### src/gboa_pkg.sv
// shared types and widths of the group-by order accumulate unit
package gboa_pkg;

  localparam int unsigned CodeW   = 31;
  localparam int unsigned DateW   = 27;
  localparam int unsigned BranchW = 16;
  localparam int unsigned QtyW    = 16;
  localparam int unsigned PriceW  = 24;
  localparam int unsigned ProdW   = QtyW + PriceW;
  localparam int unsigned QsumW   = 32;
  localparam int unsigned VsumW   = 48;

  typedef struct packed {
    logic [CodeW-1:0]   code;
    logic [DateW-1:0]   date;
    logic [BranchW-1:0] branch;
    logic [QtyW-1:0]    qty;
    logic [ProdW-1:0]   prod;
  } item_t;

  typedef struct packed {
    logic               valid;
    logic [CodeW-1:0]   code;
    logic [DateW-1:0]   date;
    logic [BranchW-1:0] branch;
    logic [QsumW-1:0]   qsum;
    logic [VsumW-1:0]   vsum;
  } entry_t;

  typedef struct packed {
    logic fold;
    logic shift;
  } cell_ctrl_t;

endpackage

### src/gboa_cell.sv
// one table cell: holds an entry, matches and accumulates, shifts toward the head
module gboa_cell (
  input  logic                clk_i,
  input  logic                rst_ni,
  input  gboa_pkg::cell_ctrl_t ctrl_i,
  input  logic                alloc_i,
  input  gboa_pkg::item_t     item_i,
  input  gboa_pkg::entry_t    next_i,
  output gboa_pkg::entry_t    entry_o,
  output logic                match_o
);

  logic                         valid_q;
  logic [gboa_pkg::CodeW-1:0]   code_q;
  logic [gboa_pkg::DateW-1:0]   date_q;
  logic [gboa_pkg::BranchW-1:0] branch_q;
  logic [gboa_pkg::QsumW-1:0]   qsum_q;
  logic [gboa_pkg::VsumW-1:0]   vsum_q;
  logic [gboa_pkg::QsumW:0] qsum_add;
  logic [gboa_pkg::VsumW:0] vsum_add;
  logic [gboa_pkg::QsumW-1:0] qsum_sat;
  logic [gboa_pkg::VsumW-1:0] vsum_sat;

  assign match_o = valid_q && (code_q == item_i.code);
  assign entry_o = '{valid: valid_q, code: code_q, date: date_q, branch: branch_q,
                     qsum: qsum_q, vsum: vsum_q};

  always_comb begin
    qsum_add = {1'b0, qsum_q} +
               {{(gboa_pkg::QsumW + 1 - gboa_pkg::QtyW){1'b0}}, item_i.qty};
    vsum_add = {1'b0, vsum_q} +
               {{(gboa_pkg::VsumW + 1 - gboa_pkg::ProdW){1'b0}}, item_i.prod};
    qsum_sat = qsum_add[gboa_pkg::QsumW] ? '1 : qsum_add[gboa_pkg::QsumW-1:0];
    vsum_sat = vsum_add[gboa_pkg::VsumW] ? '1 : vsum_add[gboa_pkg::VsumW-1:0];
  end

  always_ff @(posedge clk_i or negedge rst_ni) begin
    if (!rst_ni) begin
      valid_q <= 1'b0;
    end else if (ctrl_i.shift) begin
      valid_q <= next_i.valid;
    end else if (ctrl_i.fold && alloc_i) begin
      valid_q <= 1'b1;
    end
  end

  always_ff @(posedge clk_i) begin
    if (ctrl_i.shift) begin
      code_q   <= next_i.code;
      date_q   <= next_i.date;
      branch_q <= next_i.branch;
      qsum_q   <= next_i.qsum;
      vsum_q   <= next_i.vsum;
    end else if (ctrl_i.fold && alloc_i) begin
      code_q   <= item_i.code;
      date_q   <= item_i.date;
      branch_q <= item_i.branch;
      qsum_q   <= {{(gboa_pkg::QsumW - gboa_pkg::QtyW){1'b0}}, item_i.qty};
      vsum_q   <= {{(gboa_pkg::VsumW - gboa_pkg::ProdW){1'b0}}, item_i.prod};
    end else if (ctrl_i.fold && match_o) begin
      qsum_q <= qsum_sat;
      vsum_q <= vsum_sat;
    end
  end

endmodule

### config.mk
export PLATFORM = sky130hd
export DESIGN_NAME = gboa_cell
export DESIGN_NICKNAME = d
export VERILOG_FILES = /design/src/gboa_pkg.sv /design/src/gboa_cell.sv
export SDC_FILE = /design/constraint.sdc
export NUM_CORES = 1
export LEC_CHECK = 0
export ABC_AREA = 1
export ABC_CLOCK_PERIOD_IN_PS = 3600
export BUFFER_PORTS_ARGS = -buffer_cell sky130_fd_sc_hd__buf_2
export CAP_MARGIN = 20
export CORE_AREA = 5 5 219 221
export CTS_CLUSTER_SIZE = 25
export DETAILED_ROUTE_END_ITERATION = 12
export DIE_AREA = 0 0 224 226
export GPL_ROUTABILITY_DRIVEN = 1
export GPL_TIMING_DRIVEN = 1
export MAX_ROUTING_LAYER = met4
export PLACE_DENSITY = 0.54
export RECOVER_POWER = 25
export SLEW_MARGIN = 10
export SYNTH_ARGS = -nofsm -noshare
export SYNTH_HDL_FRONTEND = slang
export SYNTH_SLANG_ARGS = --single-unit
### constraint.sdc
create_clock -name clk_i -period 3.6 [get_ports clk_i]
set_clock_uncertainty 0.15 [all_clocks]
set_input_delay 0.18 -clock clk_i [delete_from_list [all_inputs] [get_ports clk_i]]
set_output_delay 0.18 -clock clk_i [all_outputs]
set_load 0.005 [all_outputs]
==> impl_results.md, run 1 <==
* Slew @ Worst Pin at approximately 1400 ps
* Post-route cell area at 0.0198 mm^2
* Timing-limited maximum frequency at ~0.29 GHz
* Delay-heaviest family, CP: simple AND/OR/NAND/NOR gates
* RSZ-0062 raised after global routing: yes
* Routed vias at between 15000 and 20000
* IO Count at roughly 450
* Fillers at between 4000 and 5000
* Bufs on Longest Clock Path at 2
* Register area share after synthesis at 0.344
* Crit path buffers/inverters at 1
* Synth area leaders: edfxtp_1, nand2_1, inv_1, nor2_1, ha_1
* Period utilization at 0.944
* Yosys reg bits at roughly 160
* Max incr delay on CP at 550 ps
* Dpl cell area at 0.0164 mm^2
* Max-Slew Margin vs Limit at 0.0846
* Dominant cell by count in the synthesized netlist: nand2_1
* Switching fraction of total power at 0.380
* Pre-antenna DRT Iters at 6
* Hold Crit Class: in2reg
* Max-slew violations at 0
* Critical Path Start: vsum_q[0]$_DFFE_PP_
* Total congestion overflow at 0
* Setup TNS at 0 ps
* Max-cap viol count at 0
* Mapped cell area at 0.0135 mm^2
* CP max FO at 14
* Syn_nets at 2431
* Sink Count at roughly 160
* Seq pwr share at 0.335
* Postcts setup bufs at 0
* Antenna-violating nets left at 0
* Synth cell count leaders: nand2_1, inv_1, nor2_1
* Routed WL per cell at 17.2 um
* Most used cell, CP: nand2_4
* Ys flop type: edfxtp_1
* Core Box Area at approximately 0.046 mm^2
* Lkg Pwr at 10.3 nW
* CP required at roughly 3700 ps
* Cell Chain, Critical Path: ha_1 -> fa_1 -> nand2_1 -> nand2_1 -> nand3_2 -> nand2_4 -> nand2_4 -> nand2_4 -> nand2_4 -> nand2_4 -> nand2_4 -> nand2_4 -> nor2_8 -> nand2_1 -> nand2_1 -> nand2_1 -> dlygate4sd3_1
* Core Rows at slightly below 80
* Slowest stage cell, crit path: dlygate4sd3_1
* Largest net degree at the start of global routing at 87
* CTS buffer count at 17
* Synth async-reset ratio at 0.00645
* Full die area at around 0.051 mm^2
* Gate power share at 0.411
* Critical path class: reg2reg
* Routability cong. at ~0.96
* Fraction of layout instances using a drive strength above 1 at 0.173
* Peak VDD IR at about 0.23 mV
* Internal power at 4.54 mW
* CTS tree: yes
* Vias in the first global route at 15700
* Layout area overhead at 46.4%
* Initial Utilization at 0.294
* Port-buffer cells at 445
* Worst reg2reg startpoint: vsum_q[0]$_DFFE_PP_
* Fin util at 0.430
* Routed WL at about 60000 um
* H-tree Lvls at 4
* Clock power frac at 0.254
* Worst-Skew Late Latency at about 500 ps
* Initial antenna violation count at 12
* Synth area leader: edfxtp_1
* Clk root buf: clkbuf_16
* Final hold viol count at 0
* Beginning of the worst hold path: item_i[41]
* Worst setup EP type: flip-flop
* Setup ws final at around 200 ps
* PD cells at around 370 mW/mm^2
* Final Setup Violations at 0
* Initial drt markers at 1207
* Post-layout min period at approximately 3400 ps
* Die H at roughly 230 um
* Switch Pwr at about 2.8 mW
* Yosys top cell area share at 0.343
* Outcome: finished, final reports clean
* Avg Cell Area, Syn at around 6.5 um^2
* All-Layer GR Usage at 0.231
* Vias per inst at about 4.6
* Clk slew on worst S/H paths at approximately 60 ps
* Warnings, synthesis at 0
* Critical path arrival at ~3500 ps
* EDFF count, synth at between 150 and 200
* Detail Placement HPWL at around 46000 um
* Die width at ~220 um
* Global-route wire length before repair at around 89000 um
* Yosys cell types at 50
* Synth Instances at between 2000 and 2500
* Nets at ~3100
* DRC viols at 0
* Setup slack at placement at around 660 ps
* Startpoint types: flip-flop
[metal layers]
layer | GRT usage | routed length (um)
met3 | 0.0416 | 3620
met1 | 0.298 | 26200
met2 | 0.380 | 28000
met5 | - | 0
met4 | 0.0563 | 1090
[metrics by stage]
step                cells  total power [mW]  hold WS [ps]
floorplan            2083              4.07          -266
finish               3429              7.31          75.5
CTS                  3416              7.38          28.5
global route         3427              7.80           116
detailed placement   3100              5.10          -193
global placement     3100              5.10          -193
[layout make-up]
| class | instances | area [um^2] | share of cell area |
|---|---|---|---|
| diodes | 12 | 30.0 | 0.00152 |
| clock buffers | 19 | 433 | 0.0219 |
| clock inverters | 11 | 123 | 0.00621 |
| inverters | 291 | 1090 | 0.0553 |
| multi-input cells | 1591 | 7560 | 0.383 |
| flip-flops and latches | 155 | 4650 | 0.235 |
| well taps | 607 | 759 | 0.0384 |
| repair buffers | 743 | 5110 | 0.259 |
[final timing paths]
kind,end,slack (ps),depth (start not counted)
max in group asynchronous,valid_q$_DFFE_PN0P_,2740,3
worst min register to register,valid_q$_DFFE_PN0P_,450,2
worst max register to register,vsum_q[25]$_DFFE_PP_,200,17
worst max-delay path,vsum_q[25]$_DFFE_PP_,200,17
worst min-delay path,qsum_q[1]$_DFFE_PP_,80,4
min in group asynchronous,valid_q$_DFFE_PN0P_,450,3
[state kept, by name (all words and copies together) (netlist names)]
signal	flops
code_q	31
qsum_q	32
branch_q	16
vsum_q	48
valid_q	1
date_q	27
[worst register-to-register path, stage by stage, from the launching register on]
cell and delay (ps):
edfxtp_1 390, ha_1 250, fa_1 450, nand2_1 110
nand2_1 90, nand3_2 100, nand2_4 80, nand2_4 80
nand2_4 60, nand2_4 70, nand2_4 60, nand2_4 110
nand2_4 80, nor2_8 270, nand2_1 130, nand2_1 80
nand2_1 40, dlygate4sd3_1 550
[cells by family after synthesis]
kind of cell | synth area share
AOI/OAI and AO/OA | 0.0594
and+or+nand+nor | 0.417
adders and majority gates | 0.0549
buffers and inverters | 0.0982
xor gates and xnor gates | 0.0259
DFF | 0.344
[power by group through the flow]
stage / Sequential [mW] / Clock [mW] / Combinational (mW)
final: 2.45 / 1.86 / 3.01
after global routing: 2.47 / 1.98 / 3.36
after CTS: 2.44 / 1.91 / 3.02
after detailed placement: 2.48 / 0 / 2.62
after global placement: 2.47 / 0 / 2.62
after floorplan: 2.46 / 0 / 1.61
[timing repair]
item,CTS,global route
setup endpoints to repair,0,38
resized for setup,0,5
hold endpoints to repair,156,0
hold buffers,286,0
[cells in the final DEF, fill, tap and decap left out, types with 6 or more instances in the layout]
cell type      synthesis  routed
o21ai_0               45      42
inv_2                 15      14
buf_4                  1      10
or2_2                 15      15
nand2_1              918     916
nand2_4                8       9
nor3_1                17      17
nor2_1               192     192
o21ai_1               24      26
nor4_1                 9       9
xnor2_1                8       8
xor2_1                32      32
clkbuf_1              31      83
nand4_1               33      33
inv_1                275     275
buf_2                  4     363
a21oi_1               44      44
clkbuf_16              0      17
nand3_1              107     107
ha_1                  56      56
edfxtp_1             154     154
o21bai_1               7       7
dlygate4sd3_1          2     286
nor2_2                 7       6
nand2_2               18      19
diode_2                0      12
nand3b_1               9       9
No activity file was read; power rests on OpenSTA's default activity.
==> run 2, diff against run 1 <==
ABC_CLOCK_PERIOD_IN_PS = 3100   (was 3600)
PLACE_DENSITY = 0.55   (was 0.54)
RECOVER_POWER = 50   (was 25)
clock period = 3.1 ns   (was 3.6 ns; I/O delays follow)
==> run 2 against run 1 <==
  * Via count rose by 0.98%
  * Count of clock-buffer cells in the layout decreased by 2
  * Core utilization barely moved
  * The flow now finishes with violations (max-capacitance violations, max-slew violations)
  * Global-route usage up 0.076 points
  * Largest cell class unchanged
  * Worst setup slack got worse by 19 ps
  * Hold slack improved by 220 ps
  * Flip-flop and latch count unchanged
  * Critical path depth decreased by 3
  * Final cell count barely moved
  * Clock power up 23%
  * Sequential share of layout area barely moved
==> impl_results.md, run 2 (synthesis results as in run 1) <==
* Nets at 3152
* CP required at about 3200 ps
* Register area at 0.00465 mm^2
* Max-Slew Margin vs Limit at -0.0270
* Full die area at 0.0506 mm^2
* Initial drt markers at 1194
* Switching fraction of total power at 0.388
* Max reg flops at between 40 and 50
* Layout area overhead at 46.5%
* Hold Crit Class: in2reg
* Failing checks: max-capacitance violations, max-slew violations
* Most frequent cells in the layout: nand2_1, buf_2, dlygate4sd3_1, inv_1, nor2_1
* Reg2reg setup slack at roughly 180 ps
* Clock power frac at 0.268
* CTS tree: yes
* Cell Chain, Critical Path: ha_1 -> fa_1 -> nand2_1 -> nand2_1 -> nand3_2 -> nand2_4 -> nand2_4 -> nand2_4 -> nand2_4 -> nand2_4 -> nand2_4 -> nand3_4 -> o21ai_0 -> nand2_1
* Gate power share at 0.396
* Setup TNS at 0 ps
* IO Count at ~450
* Timing-limited maximum frequency at about 0.34 GHz
* Critical path arrival at 3000 ps
* Multi-input logic area at roughly 0.0075 mm^2
* PD cells at roughly 430 mW/mm^2
* Routability cong. at 0.972
* Vias in the first global route at roughly 16000
* Max-cap viol count at 1
* Pre-antenna DRT Iters at 5
* Internal power at 5.18 mW
* Post-Route M1 WL at between 20000 and 30000 um
* Routed vias at ~16000
* CTS buffer count at 17
* Worst-Skew Late Latency at 500 ps
* Period utilization at 0.941
* Dpl cell area at approximately 0.016 mm^2
* Max incr delay on CP at between 400 and 500 ps
* Post-route cell area at 0.0198 mm^2
* Die width at between 200 and 250 um
* Critical path class: reg2reg
* Max-slew violations at between 70 and 80
* Initial antenna violation count at 6
* Routed WL per cell at approximately 17 um
* Core Rows at between 70 and 80
* Die H at about 230 um
* Met3 wire len at roughly 3600 um
* DRC viols at 0
* Detail Placement HPWL at 46100 um
* Clk slew on worst S/H paths at about 80 ps
* Sink Count at approximately 160
* Routed WL at between 50000 and 60000 um
* Global-route wire length before repair at between 80000 and 90000 um
* Fillers at between 4000 and 5000
* Total congestion overflow at 0
* Initial Utilization at 0.294
* Core Box Area at 0.0460 mm^2
* Vias per inst at between 4 and 5
* Met2 wire length at 27500 um
* Final Setup Violations at 0
* Outcome: finished with violations
* Final hold viol count at 0
* Fraction of layout instances using a drive strength above 1 at 0.156
* Clk root buf: clkbuf_16
* Port-buffer cells at ~450
* Seq pwr share at 0.335
* Startpoint types: flip-flop
* Most used cell, CP: nand2_4
* Antenna-violating nets left at 0
* Largest net degree at the start of global routing at 87
* CP max FO at 26
* Slowest stage cell, crit path: fa_1
* Worst setup EP type: flip-flop
* H-tree Lvls at 4
* Biggest register: vsum_q
* Peak VDD IR at ~0.35 mV
* Largest regs: vsum_q x48, qsum_q x32, code_q x31
* Lkg Pwr at 10.1 nW
* Post-layout min period at between 2000 and 3000 ps
* Switch Pwr at between 3 and 4 mW
* Bufs on Longest Clock Path at 2
* All-Layer GR Usage at 0.232
* RSZ-0062 raised after global routing: no
* Highest layer used for signal routing: met4
* Slew @ Worst Pin at between 1500 and 2000 ps
* Commonest non-fill, non-tap cell in the layout: nand2_1
-- run 2: power by group through the flow --
stage	sequential, mW	combinational (mW)	clock (mW)
2_1_floorplan	2.85	1.87	0
3_3_place_gp	2.87	3.06	0
3_5_place_dp	2.87	3.07	0
4_1_cts	2.83	3.41	2.37
5_1_grt	2.87	3.74	2.44
6_report	2.84	3.36	2.28
-- run 2: critical path: cells and delay by family (launching register included) --
family | cells | cell delay [ps]
AO/OA/AOI/OAI | 1 | 290
adder cells (fa/ha/maj) | 2 | 690
flip-flops | 1 | 400
AND/OR/NAND/NOR | 11 | 1110
-- run 2: metrics by stage --
step	util	total power, mW	instances	hold slack, ps	setup WS (ps)
2_1_floorplan	-	4.72	2083	-291	519
3_3_place_gp	0.358	5.93	3101	-196	318
3_5_place_dp	0.358	5.94	3101	-196	207
4_1_cts	0.434	8.61	3424	34.4	182
5_1_grt	0.430	9.05	3430	302	8.93
6_report	0.430	8.48	3430	298	183
-- run 2: area by class of cell --
| class | instances | share of cell area |
|---|---|---|
| sequential | 155 | 0.235 |
| tap | 607 | 0.0384 |
| multi-input combinational | 1590 | 0.381 |
| clock buffer | 17 | 0.0215 |
| clock inverter | 15 | 0.00898 |
| antenna | 6 | 0.000759 |
| inverter | 291 | 0.0553 |
| timing repair buffer | 749 | 0.259 |
-- run 2: what timing repair did --
action | in CTS | in global routing
hold buffers | 291 | 0
endpoints found under the hold margin | 156 | 0
buffers inserted | 0 | 0
resized for setup | 0 | 0
-- run 2: metal layers --
layer  global-route usage  vias up
met3               0.0419       86
met4               0.0674        0
met1                0.302     7458
met2                0.372      505
met5                    -        -
li1                     -     8022
-- run 2: worst paths after layout --
check	start	end	cells after the start
setup / recovery	vsum_q[0]$_DFFE_PP_	vsum_q[1]$_DFFE_PP_	14
hold / removal	next_i[60]	qsum_q[12]$_DFFE_PP_	4
setup reg to reg	vsum_q[0]$_DFFE_PP_	vsum_q[1]$_DFFE_PP_	14
hold reg to reg	vsum_q[0]$_DFFE_PP_	vsum_q[0]$_DFFE_PP_	3
max in group asynchronous	rst_ni	valid_q$_DFFE_PN0P_	3
min in group asynchronous	rst_ni	valid_q$_DFFE_PN0P_	3
==> run 3, diff against run 2 <==
CAP_MARGIN = 10   (was 20)
CELL_PAD_IN_SITES_DETAIL_PLACEMENT = 1   (was not set)
CELL_PAD_IN_SITES_GLOBAL_PLACEMENT = 1   (was not set)
PLACE_DENSITY = 0.75   (was 0.55)
==> run 3 against run 2 <==
  * Power grew 2.7%
  * Critical path type unchanged
  * Clock power is essentially flat
  * Cell area grew 0.86%
  * Final cell count grew 0.44%
  * Flip-flop and latch count is the same
  * Die area is the same
  * The run now ends clean
  * Largest cell class unchanged
  * Via count grew 4.5%
  * Wire length grew 20%
==> impl_results.md, run 3 (synthesis results as in run 1) <==
* Outcome: finished, final reports clean
* Hold Crit Class: in2reg
* Initial Utilization at 0.294
* Routed WL at approximately 70000 um
* Layout area overhead at 47.8%
* Routed vias at 16800
* Worst reg2reg startpoint: vsum_q[0]$_DFFE_PP_
* Detail Placement HPWL at 50400 um
* Post-layout min period at a little under 3000 ps
* CTS buffer count at 17
* CP max FO at 13
* Startpoint types: flip-flop
* Lkg Pwr at between 10 and 15 nW
* Hold Path Stages at 3
* Multi-input logic area at approximately 0.0076 mm^2
* Setup TNS at 0 ps
* Initial antenna violation count at 14
* Critical path arrival at 3030 ps
* Setup slack at placement at 107 ps
* Die width at between 200 and 250 um
* Pre-antenna DRT Iters at 5
* Beginning of the worst hold path: ctrl_i[0]
* Core Box Area at between 0.04 and 0.05 mm^2
* Bufs on Longest Clock Path at 2
* Sink Count at 155
* Initial drt markers at approximately 1000
* Die H at 226 um
* Routability cong. at approximately 1
* Largest net degree at the start of global routing at 173
* Fillers at a little over 6000
* Setup ws final at 142 ps
* Core Rows at just under 80
* Vias in the first global route at around 18000
* Biggest register: vsum_q
* Max reg flops at 48
* Timing-limited maximum frequency at between 0.3 and 0.4 GHz
* Final hold viol count at 0
* Total congestion overflow at 0
* Routed WL per cell at 20.4 um
* Critical path class: reg2reg
* Post-route cell area at around 0.020 mm^2
* Total power at about 8.7 mW
* Worst setup EP type: flip-flop
* Fraction of layout instances using a drive strength above 1 at 0.176
* Final Setup Violations at 0
* Vias per inst at about 4.9
* Max-slew violations at 0
* Commonest non-fill, non-tap cell in the layout: nand2_1
* Hold endpoint: vsum_q[35]$_DFFE_PP_
* Max-cap viol count at 0
* CP required at 3180 ps
* Full die area at 0.0506 mm^2
* Peak VDD IR at roughly 0.28 mV
* Max-Slew Margin vs Limit at 0.00768
* Antenna-violating nets left at 0
* Clk root buf: clkbuf_16
* IO Count at 446
* Clk slew on worst S/H paths at around 80 ps
* RR Endpoint: vsum_q[1]$_DFFE_PP_
* DRC viols at 0
* All-Layer GR Usage at 0.275
* Register area at approximately 0.0046 mm^2
* Reg2Reg Depth at 14
* Slew @ Worst Pin at around 1500 ps
* Worst-Skew Late Latency at about 510 ps
* Port-buffer cells at between 400 and 500
* Largest regs: vsum_q x48, qsum_q x32, code_q x31
* Nets at approximately 3200
* Global-route wire length before repair at 104000 um
* PD cells at approximately 440 mW/mm^2
* Period utilization at 0.954
* Dpl cell area at 0.0164 mm^2
* Reg2reg setup slack at 140 ps
* Most frequent cells in the layout: nand2_1, buf_2, dlygate4sd3_1, inv_1, nor2_1
* H-tree Lvls at 4
* CTS tree: yes
* RSZ-0062 raised after global routing: yes
* Post-Route Hold Slack at 46.0 ps
[run 3: cell count changes in the layout (fill, tap and decap cells not counted), moves of 2 or more]
cell / before / now
clkinv_8: 0 / 4
bufinv_16: 2 / 0
clkbuf_1: 131 / 79
diode_2: 6 / 15
buf_2: 314 / 366
dlygate4sd3_1: 291 / 296
o21ai_2: 0 / 2
clkbuf_2: 2 / 0
[run 3: how the worst max path moves through the flow]
stage / start / end / slack [ps] / depth (start not counted)
after floorplan: code_q[28]$_DFFE_PP_ / qsum_q[0]$_DFFE_PP_ / 520 / 8
after global placement: vsum_q[0]$_DFFE_PP_ / vsum_q[0]$_DFFE_PP_ / 290 / 14
after detailed placement: vsum_q[0]$_DFFE_PP_ / vsum_q[3]$_DFFE_PP_ / 110 / 14
after CTS: vsum_q[0]$_DFFE_PP_ / vsum_q[4]$_DFFE_PP_ / 70 / 14
after global routing: vsum_q[0]$_DFFE_PP_ / vsum_q[26]$_DFFE_PP_ / -10 / 16
final: vsum_q[0]$_DFFE_PP_ / vsum_q[1]$_DFFE_PP_ / 140 / 14
[run 3: per-stage QoR]
stage | utilization | instances
final | 0.434 | 3445
after global routing | 0.434 | 3444
after CTS | 0.435 | 3429
after detailed placement | 0.358 | 3101
after global placement | 0.358 | 3101
after floorplan | - | 2083
[run 3: critical path: stages (launching register included)]
cell,delay (ps)
edfxtp_1,420
ha_1,260
fa_1,440
nand2_1,100
nand2_1,100
nand3_2,110
nand2_4,80
nand2_4,80
nand2_4,70
nand2_4,70
nand2_4,60
nand2_4,120
nand3_4,230
o21ai_2,270
nand2_1,130
[run 3: area by class of cell]
type / instances / share of cell area
multi-input cells: 1591 / 0.379
clock inverters: 15 / 0.00847
repair buffers: 754 / 0.263
flip-flops and latches: 155 / 0.233
diodes: 15 / 0.00188
well taps: 607 / 0.0381
clock buffers: 17 / 0.0213
inverters: 291 / 0.0548
[run 3: power breakdown]
| group | total (mW) | internal [mW] | switching, mW |
|---|---|---|---|
| Clock | 2.28 | 1.08 | 1.19 |
| Combinational | 3.57 | 1.37 | 2.20 |
| Sequential | 2.87 | 2.64 | 0.224 |
| Total | 8.71 | 5.10 | 3.61 |
[run 3: routing by layer]
layer  vias to the layer above  routed length (um)  track usage
li1                       8035                   -            -
met1                      8002               28100        0.309
met3                       207                3450       0.0473
met2                       546               35500        0.475
met4                         0                3300        0.132
met5                         -                   0            -
[run 3: what timing repair did]
action	4_1_cts	5_1_grt
setup buffers	0	0
hold endpoints to repair	156	0
resized for setup	0	4
hold buffers	296	0
setup endpoints to repair	0	16
